`config.mk`:
```
export PLATFORM = sky130hd
export DESIGN_NAME = ltpp_fifo
export DESIGN_NICKNAME = d
export VERILOG_FILES = /design/src/rtl/core/ltpp_pkg.sv /design/src/rtl/core/ltpp_fifo.sv
export SDC_FILE = /design/constraint.sdc
export NUM_CORES = 1
export LEC_CHECK = 0
export ABC_CLOCK_PERIOD_IN_PS = 7400
export BUFFER_PORTS_ARGS = -buffer_cell sky130_fd_sc_hd__buf_2
export CAP_MARGIN = 15
export CORE_ASPECT_RATIO = 1.75
export CORE_MARGIN = 2
export CORE_UTILIZATION = 40
export CTS_CLUSTER_SIZE = 12
export DETAILED_ROUTE_END_ITERATION = 10
export GPL_TIMING_DRIVEN = 0
export SYNTH_ARGS = -nofsm -noshare
export SYNTH_HDL_FRONTEND = slang
export SYNTH_SLANG_ARGS = --single-unit
```
`constraint.sdc`:
```
create_clock -name clk -period 7.4 [get_ports clk]
set_input_delay 1.48 -clock clk [delete_from_list [all_inputs] [get_ports clk]]
set_output_delay 1.48 -clock clk [all_outputs]
set_load 0.01 [all_outputs]
```
`src/rtl/core/ltpp_pkg.sv`:
```
// ltpp_pkg: shared types and constants for the laser-target pure-pursuit block.
// No dependencies.
package ltpp_pkg;

    typedef enum logic [1:0] {
        CMD_BEAM  = 2'd0,
        CMD_SPEED = 2'd1,
        CMD_POSE  = 2'd2,
        CMD_TICK  = 2'd3
    } cmd_t;

    localparam int unsigned IN_W  = 2 + 16 + 1 + 16 + 32 + 32;
    localparam int unsigned OUT_W = 16 + 32 + 32 + 32 + 1;

    localparam logic signed [39:0] PI_Q24      = 40'sd52707179;
    localparam logic signed [39:0] TWO_PI_Q24  = 40'sd105414358;
    localparam logic signed [39:0] HALF_PI_Q24 = 40'sd26353589;
    localparam logic [23:0]        GAIN_Q24    = 24'd10188014;
    localparam logic [63:0]        MIN_L2      = 64'd2621;

    localparam logic [2:0] REG_START = 3'd0;
    localparam logic [2:0] REG_STEP  = 3'd1;
    localparam logic [2:0] REG_MIN   = 3'd2;
    localparam logic [2:0] REG_MAX   = 3'd3;
    localparam logic [2:0] REG_COUNT = 3'd4;

    // item passed from front to back
    typedef struct packed {
        cmd_t               cmd;
        logic [15:0]        beam_range;
        logic               beam_last;
        logic signed [15:0] speed_value;
        logic signed [31:0] pose_x;
        logic signed [31:0] pose_y;
    } item_t;

    typedef struct packed {
        logic signed [14:0] start_angle;
        logic [11:0]        angle_step;
        logic [15:0]        min_range;
        logic [15:0]        max_range;
        logic [10:0]        beam_count;
    } cfg_t;

    typedef struct packed {
        logic signed [15:0] linear_speed;
        logic signed [31:0] angular_speed;
        logic signed [31:0] target_x;
        logic signed [31:0] target_y;
        logic               target_found;
    } result_t;

    function automatic logic signed [39:0] atan_q24(input logic [4:0] i);
        logic signed [39:0] r;
        begin
            case (i)
                5'd0: r = 40'sd13176795;
                5'd1: r = 40'sd7778716;
                5'd2: r = 40'sd4110060;
                5'd3: r = 40'sd2086331;
                5'd4: r = 40'sd1047214;
                5'd5: r = 40'sd524117;
                5'd6: r = 40'sd262123;
                5'd7: r = 40'sd131069;
                default: r = 40'sd1 <<< (5'd24 - i);
            endcase
            return r;
        end
    endfunction

endpackage

```
`src/rtl/core/ltpp_fifo.sv`:
```
// ltpp_fifo: short item queue between front and back parts.
// Depends on ltpp_pkg.
module ltpp_fifo (
    input  logic                 clk,
    input  logic                 rst_n,
    input  logic                 wr_valid,
    output logic                 wr_ready,
    input  ltpp_pkg::item_t      wr_data,
    output logic                 rd_valid,
    input  logic                 rd_ready,
    output ltpp_pkg::item_t      rd_data
);
    import ltpp_pkg::*;

    item_t      mem_reg [2];
    logic       wp_reg, rp_reg;
    logic [1:0] cnt_reg;
    logic       push, pop;

    assign wr_ready = (cnt_reg != 2'd2);
    assign rd_valid = (cnt_reg != 2'd0);
    assign rd_data  = mem_reg[rp_reg];
    assign push     = wr_valid && wr_ready;
    assign pop      = rd_valid && rd_ready;

    always_ff @(posedge clk or negedge rst_n)
    begin
        if (!rst_n)
        begin
            wp_reg  <= 1'b0;
            rp_reg  <= 1'b0;
            cnt_reg <= 2'd0;
        end
        else
        begin
            if (push)
                wp_reg <= ~wp_reg;
            if (pop)
                rp_reg <= ~rp_reg;
            if (push && !pop)
                cnt_reg <= cnt_reg + 2'd1;
            else if (pop && !push)
                cnt_reg <= cnt_reg - 2'd1;
        end
    end

    always_ff @(posedge clk)
    begin
        if (push)
            mem_reg[wp_reg] <= wr_data;
    end
endmodule

```
==> results of run 1 <==
[stage by stage]
stage	power, W	util	std cells	cell area, um2	hold slack, ps
4_1_cts	0.00404	0.513	806	9840	536
5_1_grt	0.00416	0.513	806	9840	540
3_3_place_gp	0.00307	0.477	770	9160	477
2_1_floorplan	0.00264	-	326	7840	456
6_report	0.00396	0.513	806	9840	529
3_5_place_dp	0.00309	0.482	774	9260	501
[critical path, stage by stage (launching register included)]
cell	delay, ps
dfrtp_1	340
buf_6	250
buf_12	190
mux2_4	310
buf_2	150
[cells in the mapped netlist]
cell type / number / share of area
buf_6: 1 / 0.0014
xor2_1: 2 / 0.0022
mux2_4: 99 / 0.19
xnor2_1: 3 / 0.0034
and3_1: 1 / 0.00080
buf_12: 10 / 0.026
or2_1: 1 / 0.00080
nor2_1: 2 / 0.00096
nand2_1: 2 / 0.00096
inv_1: 1 / 0.00048
dfrtp_1: 4 / 0.013
ha_1: 1 / 0.0016
edfxtp_1: 198 / 0.76
nand2b_1: 1 / 0.00080
[kinds of logic (layout without fill, tap and decap cells)]
group | count (synthesis) | in the layout | synth area share
xor+xnor | 5 | 5 | 0.00559
fa+ha+maj | 1 | 1 | 0.00160
buf+inv | 12 | 251 | 0.0275
flops | 202 | 202 | 0.771
mux | 99 | 99 | 0.190
simple gates | 7 | 7 | 0.00431
[worst max path at each step]
| stage | start | endpoint |
|---|---|---|
| 2_1_floorplan | wr_valid | mem_reg[0][0]$_DFFE_PP_ |
| 3_3_place_gp | wr_valid | mem_reg[0][94]$_DFFE_PP_ |
| 3_5_place_dp | wr_valid | mem_reg[0][63]$_DFFE_PP_ |
| 4_1_cts | rp_reg$_DFFE_PN0P_ | rd_data[46] |
| 5_1_grt | rp_reg$_DFFE_PN0P_ | rd_data[46] |
| 6_report | rp_reg$_DFFE_PN0P_ | rd_data[41] |
[report_power, final]
part / total, W / switching (W) / internal, W
Combinational: 0.00141 / 0.000664 / 0.000742
Clock: 0.000928 / 0.000396 / 0.000532
Sequential: 0.00163 / 0.0000656 / 0.00156
[routing by layer]
| layer | share of wire | wire, um | vias up |
|---|---|---|---|
| met5 | 0 | 0 | - |
| met4 | 0.031 | 453 | 0 |
| met3 | 0.058 | 840 | 33 |
| met2 | 0.57 | 8240 | 127 |
| met1 | 0.34 | 4990 | 1884 |
| li1 | - | - | 1746 |
[area by class of cell]
class / instances / area [um2]
clock buffers: 30 / 569
fillers: 1609 / 9350
flip-flops and latches: 202 / 6050
clock inverters: 2 / 20.0
well taps: 241 / 302
inverters: 1 / 3.75
repair buffers: 207 / 1100
multi-input cells: 112 / 1590
plain buffers: 11 / 211
==> results list, run 1 <==
* Synth cell types: 14
- After clock tree synthesis, the clock-pin slew on the worst setup and hold paths is 60 ps.
* Clk_lat worst skew: 490 ps
- For met3 alone, demand over resource in global routing was 0.0324.
- TritonCTS built the clock tree.
* Global route hottest layer: met2
- Data arrival, critical path: 1720 ps
* Final #Nets: 660
* Outcome: finished clean
- Final WS setup: 4200 ps
- The die is 110 um wide.
- The root buffer cell chosen for the clock tree is clkbuf_16.
* Routing usage on met2: 0.258
* Flip-flop count of the largest register, all copies and words added: 198
- Via count: 3790
- The floorplan step defined a die boundary enclosing 20800 um2.
- Total routing usage reported by global routing: 0.138
* R2r setup slk: 5360 ps
- Leftover overflow at the end of global routing: 0
- RSZ-0062 raised after global routing: no
- Final routed wire length divided by cell count: 18.0 um
- In this run, post-CTS hold repair placed 0 buffers.
* Post-route DRC violation count: 0
- Synthesized cell area: 7840 um2
* P_leak: 3.97 nW
* Total core area: 19200 um2
- Relative to the synthesized area, the layout overhead comes to 25.6%.
- The tool flagged a number of max-cap violations equal to 0.
- Endpoint of the worst register-to-register path: mem_reg[0][70]$_DFFE_PP_
* Final period utilization: 0.433
- Buffers on Ports: 203
* Yosys Warn Count: 0
* Resized cells post-CTS: 0
- Maximum fanout along the worst path: 10
- Hold worst-path end: cnt_reg[1]$_DFFE_PN0P_
* Clk buf depth: 3
- Setup violations remaining at the end of the flow were counted as 0.
* Number of clock sinks: 202
- Post-synthesis sequential element count: 202
- Synthesis produced 326 cells.
- Initial antenna violation count: 0
- The worst setup path is of the register to output pin kind.
* Capturing element type of the critical path: output pin
- The path class of the tightest hold or removal check is register to register.
- Remaining antenna violation count after routing: 0
- Drt pass-1 iters: 4
* Number of global-route vias before repair: 4088
- For this run, global-route usage on met1 was measured as 0.143.
* Type of element launching the critical path: register
- Dividing the synthesized area by the synthesized cell count gives 24.0 um2.
- The initial utilization of the core area, before any placement, comes to 0.408.
- Clock tree skew after final layout: 10.6 ps
- For this run, the register share of the synthesized area comes to 0.771.
* HPWL after DPL: 10.1 mm
- In this run the critical register-to-register path is launched from cnt_reg[0]$_DFFE_PN0P_.
- For the worst flop-to-flop path, the logic depth is 5.
* Vias per cell: 4.70
* Highest achievable clock rate: 0.312 GHz
* Worst-Margin Slew: 752 ps
- Setup slack at placement: 4360 ps
* Leading cell type in the layout, fill and taps excluded: buf_2
- Routability-driven placement finished with a final weighted congestion of 0.690.
- Of the cells placed in the final design, the portion with a size suffix greater than 1 is 0.607.
- STA puts the critical path data required time at 5920 ps.
- Wires add up to 14.5 mm.
* Commonest cells after routing, fill and taps aside: 203 x buf_2, 198 x edfxtp_1, 99 x mux2_4, 21 x clkbuf_16, 13 x buf_12
- Number of buffers created by CTS: 21
* Number of nets produced by synthesis: 430
- The floorplan has 67 rows.
- The repair_antennas step left the layout with diodes totalling 0.
- Starting DRT DRC Count: 104
* Worst slew margin: 0.499
* Count of final hold-check violations: 0
- 204 I/O pins were placed.
- Number of cells on the worst hold path: 1
* Total negative setup slack: 0 ps
- Die Height: 189 um
- Entering global routing, the biggest net connects 52 pins.
* HP Start: cnt_reg[1]$_DFFE_PN0P_
- IR analysis of the VDD net gives a maximum drop of 0.285 mV.
* Cell Pwr Density: 403 nW/um2
- The first global-routing pass estimated 21.8 mm of wire.
* Setup bufs post-CTS: 0
- The smallest clock period supported by the final layout is computed as 3200 ps.
- CTS HTree Levels: 1
* Count of final max-slew check failures: 0
Note: power is estimated with default switching activity, not from simulation.
==> run 2, diff against run 1 <==
Settings changed: ABC_CLOCK_PERIOD_IN_PS 7400 to 3300.
Clock period 7.4 ns to 3.3 ns, I/O delays scaled along.
==> run 2 against run 1 <==
Utilization is essentially flat. Sequential cell count is the same. Worst hold slack lost 160 ps. Clock power grew 120%.
==> results list, run 2 (synthesis results as in run 1) <==
* Type of the tightest min-delay check: input port to register
- P_leak: 3.97 nW (about the same)
* Count of final hold-check violations: 0 (unchanged)
* Start of the worst register-to-register path: cnt_reg[0]$_DFFE_PN0P_
- The initial core utilization was 0.408 (unchanged).
* HPWL after DPL: 10.4 mm (+3.0%)
- Maximum fanout along the worst path: 10 (unchanged)
- Clk root buf: clkbuf_16
* Highest achievable clock rate: 0.420 GHz
- The number of nets at the end of the flow is 661 (+0.15%).
* Die Height: 189 um (unchanged)
* Total core area: 19200 um2 (unchanged)
- Capturing element type of the critical path: output pin
- The max-cap check violation count was 0 (unchanged).
- Worst hold margin: 365 ps (-165 ps)
* Total routing usage reported by global routing: 0.139 (+0.00133)
- Wire length on met1: 4.77 mm (-4.4%)
* Commonest cells after routing, fill and taps aside: 203 x buf_2, 198 x edfxtp_1, 99 x mux2_4, 21 x clkbuf_16, 13 x buf_12
* Leftover overflow at the end of global routing: 0 (unchanged)
- Number of clock sinks: 202 (unchanged)
- Clock tree skew after final layout: 5.98 ps (-4.65 ps)
- Final critical path time including I/O delays and setup: 2380 ps
- STA classifies the critical path startpoint as a register.
- The number of rows created at floorplan is 67 (unchanged).
- Number of buffers created by CTS: 21 (unchanged)
- The worst endpoint data arrival time came to 1720 ps (about the same).
- The worst-case setup slack after placement was 1120 ps (-3240 ps).
- Total area of multi-input combinational cells: 1590 um2 (unchanged)
- The post-route worst setup slack is 919 ps (-3280 ps).
* Remaining antenna violation count after routing: 0 (unchanged)
* Initial antenna violation count: 2 (+2)
- The required time of the critical path came to 2640 ps (-3280 ps).
- The growth of design area from synthesis to finish came to 25.6% (about the same).
- The routability congestion estimate from global placement is 0.702 (+1.7%).
- The die area came to 20800 um2 (unchanged).
- Number of fillers in the final layout: 1600 (-0.56%)
- The clock transition at the registers of the reported paths is 60 ps (about the same).
- The clock insertion delay at the later pin of the skew report was 480 ps (about the same).
- The detail-routed net length per standard cell was 18.0 um (about the same).
- The die span in x was 110 um (unchanged).
- Layout cell share with drive strength beyond 1: 0.603 (-0.00391)
- The relative slew slack is 0.551 (+0.0528).
* Global-route wire length before repair: 21.8 mm (+0.22%)
- Cells on worst reg2reg path: 5 (unchanged)
* Startpoint of the worst setup timing path: rp_reg$_DFFE_PN0P_
- Resized cells post-CTS: 0 (unchanged)
- The post-route core utilization was 0.513 (about the same).
- The number of max-slew violations in the final report came to 0 (unchanged).
- Total power draw: 0.00881 W (+120%)
- The number of endpoints failing setup at the final stage was 0 (unchanged).
* Largest net degree at the start of global routing: 56 (+7.7%)
- Via count: 3753 (-0.98%)
- The library cell used most frequently in the layout, excluding fill and tap cells, is buf_2.
* Critical path class: register to output pin
- Flip-flop count of the largest register, all copies and words added: 198 (unchanged)
* Boundary pin count: 204 (unchanged)
* Outcome: finished clean
- The maximum vdd ir drop is 0.912 mV (+220%).
- The aggregate routed wire length was 14.6 mm (+0.36%).
* Met2 wire length: 8.56 mm (+3.8%)
- CTS HTree Levels: 1 (unchanged)
- The DRC marker count from the first detailed-route iteration came to 112 (+7.7%).
- Fin cells: 809 (+0.37%)
* Number of cells on the worst hold path: 1 (unchanged)
- The average via count per standard cell came to 4.64 (-1.3%).
- The number of port buffers was 203 (unchanged).
- The number of global-route vias before repair is 4142 (+1.3%).
- The detailed router used layers up to and including met5.
- The detailed-router iteration count before antenna repair is 4 (unchanged).
* Post-route DRC violation count: 0 (unchanged)
* Met3 routed WL: 929 um (+11%)
- Combined flip-flop and latch cell area: 6050 um2 (unchanged)
- HP Start: wr_data[21]
- CTS tree: yes
* Number of placed instances, taps included: 774 (unchanged)
- RSZ-0062 raised after global routing: no
* Worst-Margin Slew: 673 ps (-79.2 ps)
- Cell Pwr Density: 895 nW/um2 (+120%)
* Clk buf depth: 3 (unchanged)
* Final period utilization: 0.721
-- run 2: cell count changes in the layout (fill, tap and decap cells not counted), sizes merged --
| cell | before | now |
|---|---|---|
| clkinv | 0 | 4 |
| inv | 3 | 1 |
| dlygate4sd3 | 0 | 1 |
| clkbuf | 30 | 29 |
| diode | 0 | 1 |
-- run 2: through the flow --
step                      TNS (ps)  area, um2
after floorplan                  0       7850
after global placement      -23820       9160
after detailed placement         0       9260
after CTS                        0       9840
after global routing             0       9840
final                            0       9840
-- run 2: worst paths after layout --
kind,endpoint,slack (ps)
max in group asynchronous,rp_reg$_DFFE_PN0P_,2660
max reg2reg,mem_reg[0][0]$_DFFE_PP_,1310
min reg2reg,cnt_reg[1]$_DFFE_PN0P_,510
max,rd_data[26],920
min in group asynchronous,wp_reg$_DFFE_PN0P_,520
min,mem_reg[0][21]$_DFFE_PP_,360
-- run 2: worst max-delay path, stage by stage (launching register included) --
cell and delay, ps:
dfrtp_1 340, buf_6 250, buf_12 190, mux2_4 300
buf_2 150
-- run 2: power breakdown --
part	internal (W)	switching [W]	leakage, nW
sequential	0.00351	0.000151	1.89
combinational	0.00166	0.00147	1.80
clock	0.00116	0.000857	0.279
total	0.00633	0.00248	3.97
-- run 2: repair_timing --
item	in CTS	in global routing
hold buffers	1	0
endpoints found under the hold margin	4	0
buffers inserted	0	0
-- run 2: cell type report --
type,instances,share of cell area
flip-flops and latches,202,0.614
inverters,1,0.000381
well taps,241,0.0306
multi-input cells,112,0.161
clock inverters,4,0.00178
clock buffers,29,0.0565
diodes,1,0.000254
plain buffers,11,0.0215
repair buffers,208,0.113
-- run 2: routing by layer --
layer / vias to the layer above / GRT usage
met2: 120 / 0.271
met1: 1855 / 0.138
li1: 1753 / -
met3: 23 / 0.0334
met5: - / 0
met4: 2 / 0.0443
